## config.mk

```make
export PLATFORM = sky130hd
export DESIGN_NAME = rpuf_ram
export DESIGN_NICKNAME = d
export VERILOG_FILES = /design/src/hdl/rpuf_ram.sv
export SDC_FILE = /design/constraint.sdc
export NUM_CORES = 1
export LEC_CHECK = 0
export BUFFER_PORTS_ARGS = -buffer_cell sky130_fd_sc_hd__buf_2
export CELL_PAD_IN_SITES_DETAIL_PLACEMENT = 0
export CELL_PAD_IN_SITES_GLOBAL_PLACEMENT = 1
export CORE_AREA = 4 4 110 102
export CTS_CLUSTER_DIAMETER = 100
export CTS_CLUSTER_SIZE = 10
export DETAILED_ROUTE_END_ITERATION = 16
export DIE_AREA = 0 0 114 106
export GPL_TIMING_DRIVEN = 0
export HOLD_SLACK_MARGIN = 0.06
export PLACE_DENSITY_LB_ADDON = 0.1
export SLEW_MARGIN = 20
export SYNTH_ARGS = -nofsm -noshare
export SYNTH_HDL_FRONTEND = slang
export SYNTH_SLANG_ARGS = --single-unit
```

## constraint.sdc

```tcl
create_clock -name clk -period 2.08 [get_ports clk]
set_clock_uncertainty 0.2 [all_clocks]
set_input_delay 0.104 -clock clk [delete_from_list [all_inputs] [get_ports clk]]
set_output_delay 0.104 -clock clk [all_outputs]
set_load 0.005 [all_outputs]
```

## src/hdl/rpuf_ram.sv

```systemverilog
module rpuf_ram #(
    parameter int WIDTH = 8,
    parameter int DEPTH = 16,
    localparam int AW = $clog2(DEPTH)
) (
    input  logic             clk,
    input  logic             we,
    input  logic [AW-1:0]    waddr,
    input  logic [WIDTH-1:0] wdata,
    input  logic             re,
    input  logic [AW-1:0]    raddr,
    output logic [WIDTH-1:0] rdata
);

    logic [WIDTH-1:0] mem [DEPTH];

    always_ff @(posedge clk)
    begin
        if (we)
        begin
            mem[waddr] <= wdata;
        end
        if (re)
        begin
            rdata <= mem[raddr];
        end
    end

endmodule

```

==> summary.txt <==
Status
  – Run status: finished, final reports clean

Power
  – Max rail drop VDD: roughly 0.00064 V
  – Power Density: between 1000 and 1500 nW/um^2
  – Switching share of power: 0.207
  – Int Pwr: between 4 and 5 mW
  – Psw: 1.30 mW
  – Seq pwr share: 0.493
  – Clock share of power: 0.458
  – Logic pwr share: 0.049
  – Leakage power: about 2.1 nW

Layout
  – Final net count: ~300
  – Util after Layout: 0.618
  – Fin area: between 6000 and 7000 sq um
  – Layout cells sized above 1: 0.300
  – Syn-to-layout area delta: 19.0%
  – Filler cell count: approximately 730
  – Most common library cell in the layout ignoring fill and taps: edfxtp_1
  – ANT cells: 0
  – Most frequent cells in the layout: edfxtp_1 (136), buf_2 (28), mux4_2 (18)

Logic synthesis
  – Cells after synthesis: around 230
  – Avg Inst Size Synth: roughly 23 sq um
  – Syn Nets: approximately 250
  – Cell taking the most area after synthesis: edfxtp_1
  – Count of cell types in the netlist: 18
  – Seq cells post-synth: between 100 and 150
  – Share of the synthesized area in the top cell type: 0.781
  – Mapped cell area: 5230 sq um
  – Seq/Total Area, Yosys: 0.781
  – YS warnings: 0
  – Synth area leaders: edfxtp_1 (78%), mux4_2 (7.8%), mux4_1 (7.0%)

Critical path
  – Reg2Reg Depth: 3
  – Critical Path RT: 1.91 ns
  – FF-to-FF End: rdata[0]$_DFFE_PP_
  – Crit Reg-Reg Startpoint: mem[5][0]$_DFFE_PP_
  – R2R setup slack: 0.27 ns
  – Crit path capture: mem[2][5]$_DFFE_PP_
  – Worst setup path category: input port to flip-flop
  – Critical Path AT: about 1.7 ns
  – CP startpoint: waddr[0]
  – Setup crit end kind: flip-flop
  – CP Launch Type: input port
  – Worst-path maximum fanout: 8

Global routing
  – First-pass GRT wire length: 15.1 mm
  – Number of global-route vias before repair: 2458
  – GRT Total Usage: 0.180
  – Antenna violations before repair: 0
  – Largest net degree at the start of global routing: 17
  – GRT Residual Overflow: 0

Placed design
  – Area of placed instances: ~5500 sq um
  – RD Place Congestion: around 0.72
  – DP Worst Slack: between 0.06 and 0.07 ns
  – Dpl hpwl: about 6.2 mm
  – IO buf count: 25

Route
  – Vias: 2419
  – WL/cell: 23.4 um
  – Vias per cell: 5.68
  – WL final: approximately 10 mm
  – 1st-pass router iterations: 5
  – Final ANT Viol Nets: 0
  – Starting DRT DRC Count: 180
  – DRC: 0

STA
  – Final period utilization: 0.900
  – Max Clk Rate: ~530 MHz
  – Hold Fails Final Rpt: 0
  – Setup ws final: between 0.2 and 0.25 ns
  – Least-Margin Pin Slew: around 0.81 ns
  – Setup TNS: 0 ns
  – Tmin final: around 1.9 ns
  – Slew headroom: 0.461
  – Setup-failing EPs final: 0
  – Fin. max-slew vios: 0
  – Unrepaired setup endpoints after global routing: no

Clock tree
  – Worst-case clock buffer depth: 2
  – Total CTS buffers: 17
  – CTS root buffer: clkbuf_16
  – Resize count post-CTS: 0
  – TritonCTS clock tree: done
  – Clock slew at reported path FFs: ~0.060 ns
  – Skew-Pair Late Insertion Delay: approximately 0.4 ns
  – Clk sinks: 136
  – H-tree Lvls: 4

Die
  – Full die area: about 12000 sq um
  – Core box area: 10100 sq um
  – Die width: between 100 and 150 um
  – Die Ht: 106 um
  – Row count: 35
  – Initial Utilization: 0.519
  – IO Pins: 27

Min path
  – Hold WC Path Type: input port to flip-flop

Job
  – MaxCap Viol Count: 0
==> through the flow <==
stage | power [mW] | instances | hold slack [ns]
2_1_floorplan | 3.31 | 229 | 0.00287
3_3_place_gp | 3.44 | 383 | 0.248
3_5_place_dp | 3.45 | 383 | 0.264
4_1_cts | 6.33 | 426 | 0.0824
5_1_grt | 6.50 | 426 | 0.113
6_report | 6.29 | 426 | 0.112
==> sequential cells by signal (all words and copies together) (netlist names) <==
name	cells
rdata	8
mem	128
==> power by group through the flow <==
| stage | Sequential [mW] | Combinational (mW) | Clock [mW] |
|---|---|---|---|
| final | 3.10 | 0.306 | 2.88 |
| after global placement | 3.16 | 0.288 | 0 |
| after detailed placement | 3.16 | 0.296 | 0 |
| after global routing | 3.11 | 0.334 | 3.06 |
| after floorplan | 3.16 | 0.156 | 0 |
| after CTS | 3.10 | 0.313 | 2.92 |
==> synth_stat cells, drive strengths merged <==
library cell,count
buf,7
and2,1
nor2,13
a22oi,16
edfxtp,136
nand2,9
mux4,32
nand3b,2
and2b,1
clkdlybuf4s25,3
nor3,4
nor2b,1
or3b,1
nand2b,2
nand3,1
==> how the worst min path moves through the flow <==
stage	slack, ns	cells after the start	startpoint	to
floorplan	0.003	0	wdata[0]	mem[0][0]$_DFFE_PP_
global placement	0.25	1	re	rdata[2]$_DFFE_PP_
detailed placement	0.26	1	re	rdata[2]$_DFFE_PP_
CTS	0.08	3	waddr[2]	mem[0][3]$_DFFE_PP_
global route	0.11	3	waddr[2]	mem[4][7]$_DFFE_PP_
finish	0.11	3	waddr[2]	mem[4][5]$_DFFE_PP_
==> worst max-delay path: stages <==
cell and delay (ns):
dlygate4sd3_1 0.54, buf_2 0.18, nand2b_1 0.23, nor2_1 0.65
==> kinds of logic (layout without fill, tap and decap cells) <==
group | after synthesis | in the layout | share of synthesized area
DFF | 136 | 136 | 0.781
buffers and inverters | 10 | 78 | 0.0165
AOI/OAI and AO/OA | 16 | 16 | 0.0230
and+or+nand+nor | 35 | 35 | 0.0314
muxes | 32 | 32 | 0.148
==> layout make-up <==
class | instances | area [sq um] | share of cell area
timing repair buffer | 36 | 235 | 0.0378
sequential | 136 | 4080 | 0.656
clock inverter | 15 | 151 | 0.0243
multi-input combinational | 83 | 1080 | 0.173
tap | 129 | 161 | 0.0259
clock buffer | 17 | 425 | 0.0684
buffer | 10 | 86.3 | 0.0139
==> repair_timing <==
| item | in CTS | in global routing |
|---|---|---|
| endpoints found under the hold margin | 168 | 0 |
| hold buffers | 11 | 0 |
| buffers inserted | 0 | 0 |
==> routing by layer <==
layer  vias to the layer above  track usage  routed length (um)
met4                         0       0.0543                 102
met2                        70        0.258                4690
met3                         9       0.0541                 653
met5                         -            0                   0
met1                      1248        0.267                4500
li1                       1092            -                   -
(Power assumes the default switching activity.)
