`config.mk`:
```
export PLATFORM = sky130hd
export DESIGN_NAME = rpuf_stack
export DESIGN_NICKNAME = d
export VERILOG_FILES = /design/src/hdl/rpuf_pkg.sv /design/src/hdl/rpuf_stack.sv
export SDC_FILE = /design/constraint.sdc
export NUM_CORES = 1
export LEC_CHECK = 0
export BUFFER_PORTS_ARGS = -buffer_cell sky130_fd_sc_hd__buf_2
export CAP_MARGIN = 15
export CORE_MARGIN = 2
export CORE_UTILIZATION = 40
export CTS_CLUSTER_DIAMETER = 30
export DETAILED_ROUTE_END_ITERATION = 10
export PLACE_DENSITY_LB_ADDON = 0.3
export SYNTH_ARGS = -nofsm -noshare
export SYNTH_HDL_FRONTEND = slang
export SYNTH_SLANG_ARGS = --single-unit
```
`constraint.sdc`:
```
create_clock -name clk -period 6.8 [get_ports clk]
set_input_delay 1.36 -clock clk [delete_from_list [all_inputs] [get_ports clk]]
set_output_delay 1.36 -clock clk [all_outputs]
set_load 0.01 [all_outputs]
```
`src/hdl/rpuf_pkg.sv`:
```
package rpuf_pkg;

    localparam int NODES       = 1024;
    localparam int LEVELS      = 11;
    localparam int NODE_W      = 11;
    localparam int LVL_W       = $clog2(LEVELS);
    localparam int STACK_DEPTH = 2 * LEVELS + 4;
    localparam int SP_W        = $clog2(STACK_DEPTH + 1);
    localparam int PAR_DEPTH   = LEVELS << NODE_W;
    localparam int PAR_AW      = $clog2(PAR_DEPTH);
    localparam int MM_DEPTH    = 1 << NODE_W;

    localparam logic [NODE_W-1:0] NODES_C = NODE_W'(NODES);

    // result status codes
    localparam logic [1:0] ST_QUERY  = 2'd0;
    localparam logic [1:0] ST_MERGED = 2'd1;
    localparam logic [1:0] ST_REJECT = 2'd2;

    // item function codes
    localparam logic FN_MERGE = 1'b0;
    localparam logic FN_QUERY = 1'b1;

    typedef struct packed {
        logic [NODE_W-1:0] u;
        logic [NODE_W-1:0] v;
        logic [LVL_W-1:0]  k;
    } push_t;

    typedef struct packed {
        logic load;
        logic push2;
        logic pop;
    } stk_ctl_t;

    // index of the highest set bit, zero for zero
    function automatic logic [LVL_W-1:0] msb_index(input logic [NODE_W-1:0] x);
        logic [LVL_W-1:0] r;
        r = '0;
        for (int i = 0; i < NODE_W; i++)
        begin
            if (x[i])
            begin
                r = LVL_W'(i);
            end
        end
        return r;
    endfunction

endpackage

```
`src/hdl/rpuf_stack.sv`:
```
module rpuf_stack (
    input  logic               clk,
    input  logic               rst_n,
    input  rpuf_pkg::stk_ctl_t ctl,
    input  rpuf_pkg::push_t    load_entry,
    input  rpuf_pkg::push_t    push_hi,
    input  rpuf_pkg::push_t    push_lo,
    output rpuf_pkg::push_t    top,
    output logic               empty
);
    import rpuf_pkg::*;

    push_t           entry_reg [STACK_DEPTH];
    logic [SP_W-1:0] sp_reg;
    logic [SP_W-1:0] sp_next;
    logic [SP_W-1:0] top_idx;
    logic [SP_W-1:0] sp_inc;

    assign top_idx = sp_reg - SP_W'(1);
    assign sp_inc  = sp_reg + SP_W'(1);
    assign top     = entry_reg[top_idx];
    assign empty   = (sp_reg == '0);

    // track depth; drop pushes past the top
    always_comb
    begin
        sp_next = sp_reg;
        if (ctl.load)
        begin
            sp_next = SP_W'(1);
        end
        else if (ctl.pop && !empty)
        begin
            sp_next = top_idx;
        end
        else if (ctl.push2)
        begin
            if (sp_reg < SP_W'(STACK_DEPTH - 1))
            begin
                sp_next = sp_reg + SP_W'(2);
            end
            else if (sp_reg < SP_W'(STACK_DEPTH))
            begin
                sp_next = sp_inc;
            end
        end
    end

    always_ff @(posedge clk or negedge rst_n)
    begin
        if (!rst_n)
        begin
            sp_reg <= '0;
        end
        else
        begin
            sp_reg <= sp_next;
        end
    end

    // store entries
    always_ff @(posedge clk)
    begin
        if (ctl.load)
        begin
            entry_reg[0] <= load_entry;
        end
        else if (ctl.push2)
        begin
            if (sp_reg < SP_W'(STACK_DEPTH))
            begin
                entry_reg[sp_reg] <= push_hi;
            end
            if (sp_reg < SP_W'(STACK_DEPTH - 1))
            begin
                entry_reg[sp_inc] <= push_lo;
            end
        end
    end

endmodule

```
==> impl_metrics.env <==
export IMPL_holdWs_ns=0.449
export IMPL_core_um2=89600
export IMPL_grt_pass1_wl_um=166000
export IMPL_finalClockSkew_ns=0.0152
export IMPL_grt_util_all_layers_pct=24.7
export IMPL_cp_slowest_cell="and2_4"
export IMPL_finalSetupViolCount=0
export IMPL_path_cells="inv_1 > ha_4 > xor2_1 > and2_4 > buf_12 > a22oi_1 > a21boi_0 > nor3_1 > buf_2"
export IMPL_crit_arrival_ns=4.48
export IMPL_synth_common_cells="edfxtp_1 (676), mux2_2 (439), mux2i_1 (340)"
export IMPL_die_y_um=304
export IMPL_synthCells=2470
export IMPL_finalHoldViolations=0
export IMPL_postSynthAreaPerCell_um2=14.6
export IMPL_portBuffers=109
export IMPL_synth_top_cell_area_share_pct=56.3
export IMPL_firstDrtPassIters=5
export IMPL_crit_required_ns=5.44
export IMPL_hold_class="in -> async"
export IMPL_yosysMostFrequentCell="edfxtp_1"
export IMPL_place_inst=3570
export IMPL_async_reset_ff_share_pct=0.734
export IMPL_seq_area_frac_synth_pct=56.7
export IMPL_fmax_ghz=0.171
export IMPL_fin_crit_sh_pct=85.8
export IMPL_startpoint_type="flip-flop"
export IMPL_wl_per_cell_um=30.1
export IMPL_timing_final_max_slew_violations=0
export IMPL_fin_cells=3831
export IMPL_power_leakage_nw=15.6
export IMPL_viasPerCell=6.07
export IMPL_cts_tree="yes"
export IMPL_drt_met1_wl_um=47200
export IMPL_cts_setup_buffers=0
export IMPL_max_stage_delay_ns=0.83
export IMPL_clockBufferDepth=3
export IMPL_grt_setup_unrepaired="false"
export IMPL_synth_area_leaders="edfxtp_1 (56%), mux2_2 (14%), mux2i_1 (9.4%), mux2_1 (7.4%), a22oi_1 (2.7%)"
export IMPL_overflow=0
export IMPL_grt_pass1_vias=24000
export IMPL_die_w_um=304
export IMPL_max_slew_margin_pct=21.6
export IMPL_dr_wl_met3_um=8520
export IMPL_status="finished clean"
export IMPL_ctsResizeCount=0
export IMPL_synth_edf_count=676
export IMPL_yosysTopAreaCell="edfxtp_1"
export IMPL_crit_fanout=46
export IMPL_top_layer_used="met5"
export IMPL_root_buffer="clkbuf_16"
export IMPL_pwr_density_cell_nw_per_um2=386
export IMPL_antenna_found_initial=4
export IMPL_antennaDiodeCount=0
export IMPL_cp_end_kind="primary output"
export IMPL_pin_count=110
export IMPL_die_area_um2=92500
export IMPL_ys_types=56
export IMPL_ir_worst_vdd_mv=0.270
export IMPL_routabilityCongestion=0.836
export IMPL_dp_hpwl_um=66100
export IMPL_num_vias=23200
export IMPL_htreeDepth=4
export IMPL_final_layout_size_suffix_gt1_share_pct=34.2
export IMPL_synth_nets=2562
export IMPL_clk_pin_slew_ns=0.05
export IMPL_setup_tns_ns=0
export IMPL_numCtsBuffers=143
export IMPL_start_util_pct=40.2
export IMPL_grt_max_degree=79
export IMPL_area_growth_pct=18.8
export IMPL_wl_um=115000
export IMPL_tightest_slew_ns=1.17
export IMPL_cts_hold_fix_buffers=0
export IMPL_path_class="reg -> out"
export IMPL_final_antenna_net_count=0
export IMPL_nNetsFinal=2633
export IMPL_clock_sinks=681
export IMPL_first_iter_violations=2676
export IMPL_maxCapViolCount=0
export IMPL_yosysWarnings=0
export IMPL_period_needed_ns=5.84
export IMPL_num_rows=110
export IMPL_drc=0
export IMPL_synth_area_um2=36000
export IMPL_insertion_delay_ns=0.72
export IMPL_synth_main_ff_cell="edfxtp_1"
export IMPL_dr_wl_met2_um=54600
export IMPL_synth_seq_cells=681
export IMPL_largest_reg_flops=676
export IMPL_total_power_w=0.0165
-- path summary, 6_finish.rpt --
path,from,endpoint,slack [ns],cells past startpoint
min in group clk,sp_reg[0],sp_reg[0],0.87,3
min reg2reg,sp_reg[0],sp_reg[0],0.87,3
max reg2reg,sp_reg[2],entry_reg[20][13],2.07,8
max in group asynchronous,rst_n,sp_reg[0],6.20,1
min,rst_n,sp_reg[1],0.45,1
max,sp_reg[1],top[23],0.96,9
-- area by class of cell --
class / instances / area [µm²]
clock buffers: 171 / 3750
clock inverters: 88 / 907
fillers: 7689 / 46800
inverters: 4 / 15.0
multi-input cells: 1530 / 14900
flip-flops and latches: 681 / 20400
well taps: 1176 / 1470
repair buffers: 181 / 1310
-- power breakdown --
group          internal (W)  switching [W]  leakage (nW)
Clock               0.00447        0.00226          2.28
Sequential          0.00487      0.0000611          6.20
Combinational       0.00181        0.00306          7.13
Total                0.0111        0.00538          15.6
-- through the flow --
step | worst slack [ns] | utilization (%) | instance area (µm²)
CTS | 1.03 | 47.7 | 42800
floorplan | 2.20 | - | 36000
global route | 0.844 | 47.8 | 42800
finish | 0.963 | 47.8 | 42800
detailed placement | 1.79 | 42.5 | 38100
global placement | 1.83 | 42.4 | 38000
-- critical path: cells and delay by family, from the launching register on --
family,cells,cell delay (ns)
simple gates,2,1.03
buf+inv,3,0.75
compound gates,2,0.63
flops,1,0.60
xor+xnor,1,0.47
fa+ha+maj,1,0.24
-- placed cells by master (no fill, tap or decap), types with 34 or more instances in the layout --
master / count
a22oi_1: 130
buf_4: 57
a21boi_0: 50
a21oi_1: 34
mux2i_1: 340
clkbuf_16: 146
nand2_1: 89
mux2_2: 439
mux2_1: 237
edfxtp_1: 676
buf_2: 109
-- per-layer routing --
metal | vias up | global-route usage (%)
li1 | 9852 | -
met1 | 12100 | 32.3
met2 | 1058 | 39.9
met3 | 237 | 4.57
met4 | 4 | 11.4
met5 | - | 0
-- cell families (layout without fill, tap and decap cells) --
family | after synthesis | after routing | share of synthesized area (%)
muxes | 1016 | 1016 | 30.6
buffers and inverters | 259 | 444 | 3.11
adders and majority gates | 9 | 9 | 0.312
DFF | 681 | 681 | 56.7
and+or+nand+nor | 184 | 184 | 2.93
AOI/OAI and AO/OA | 314 | 314 | 6.24
xor gates and xnor gates | 7 | 7 | 0.191
No activity file was read; power rests on OpenSTA's default activity.
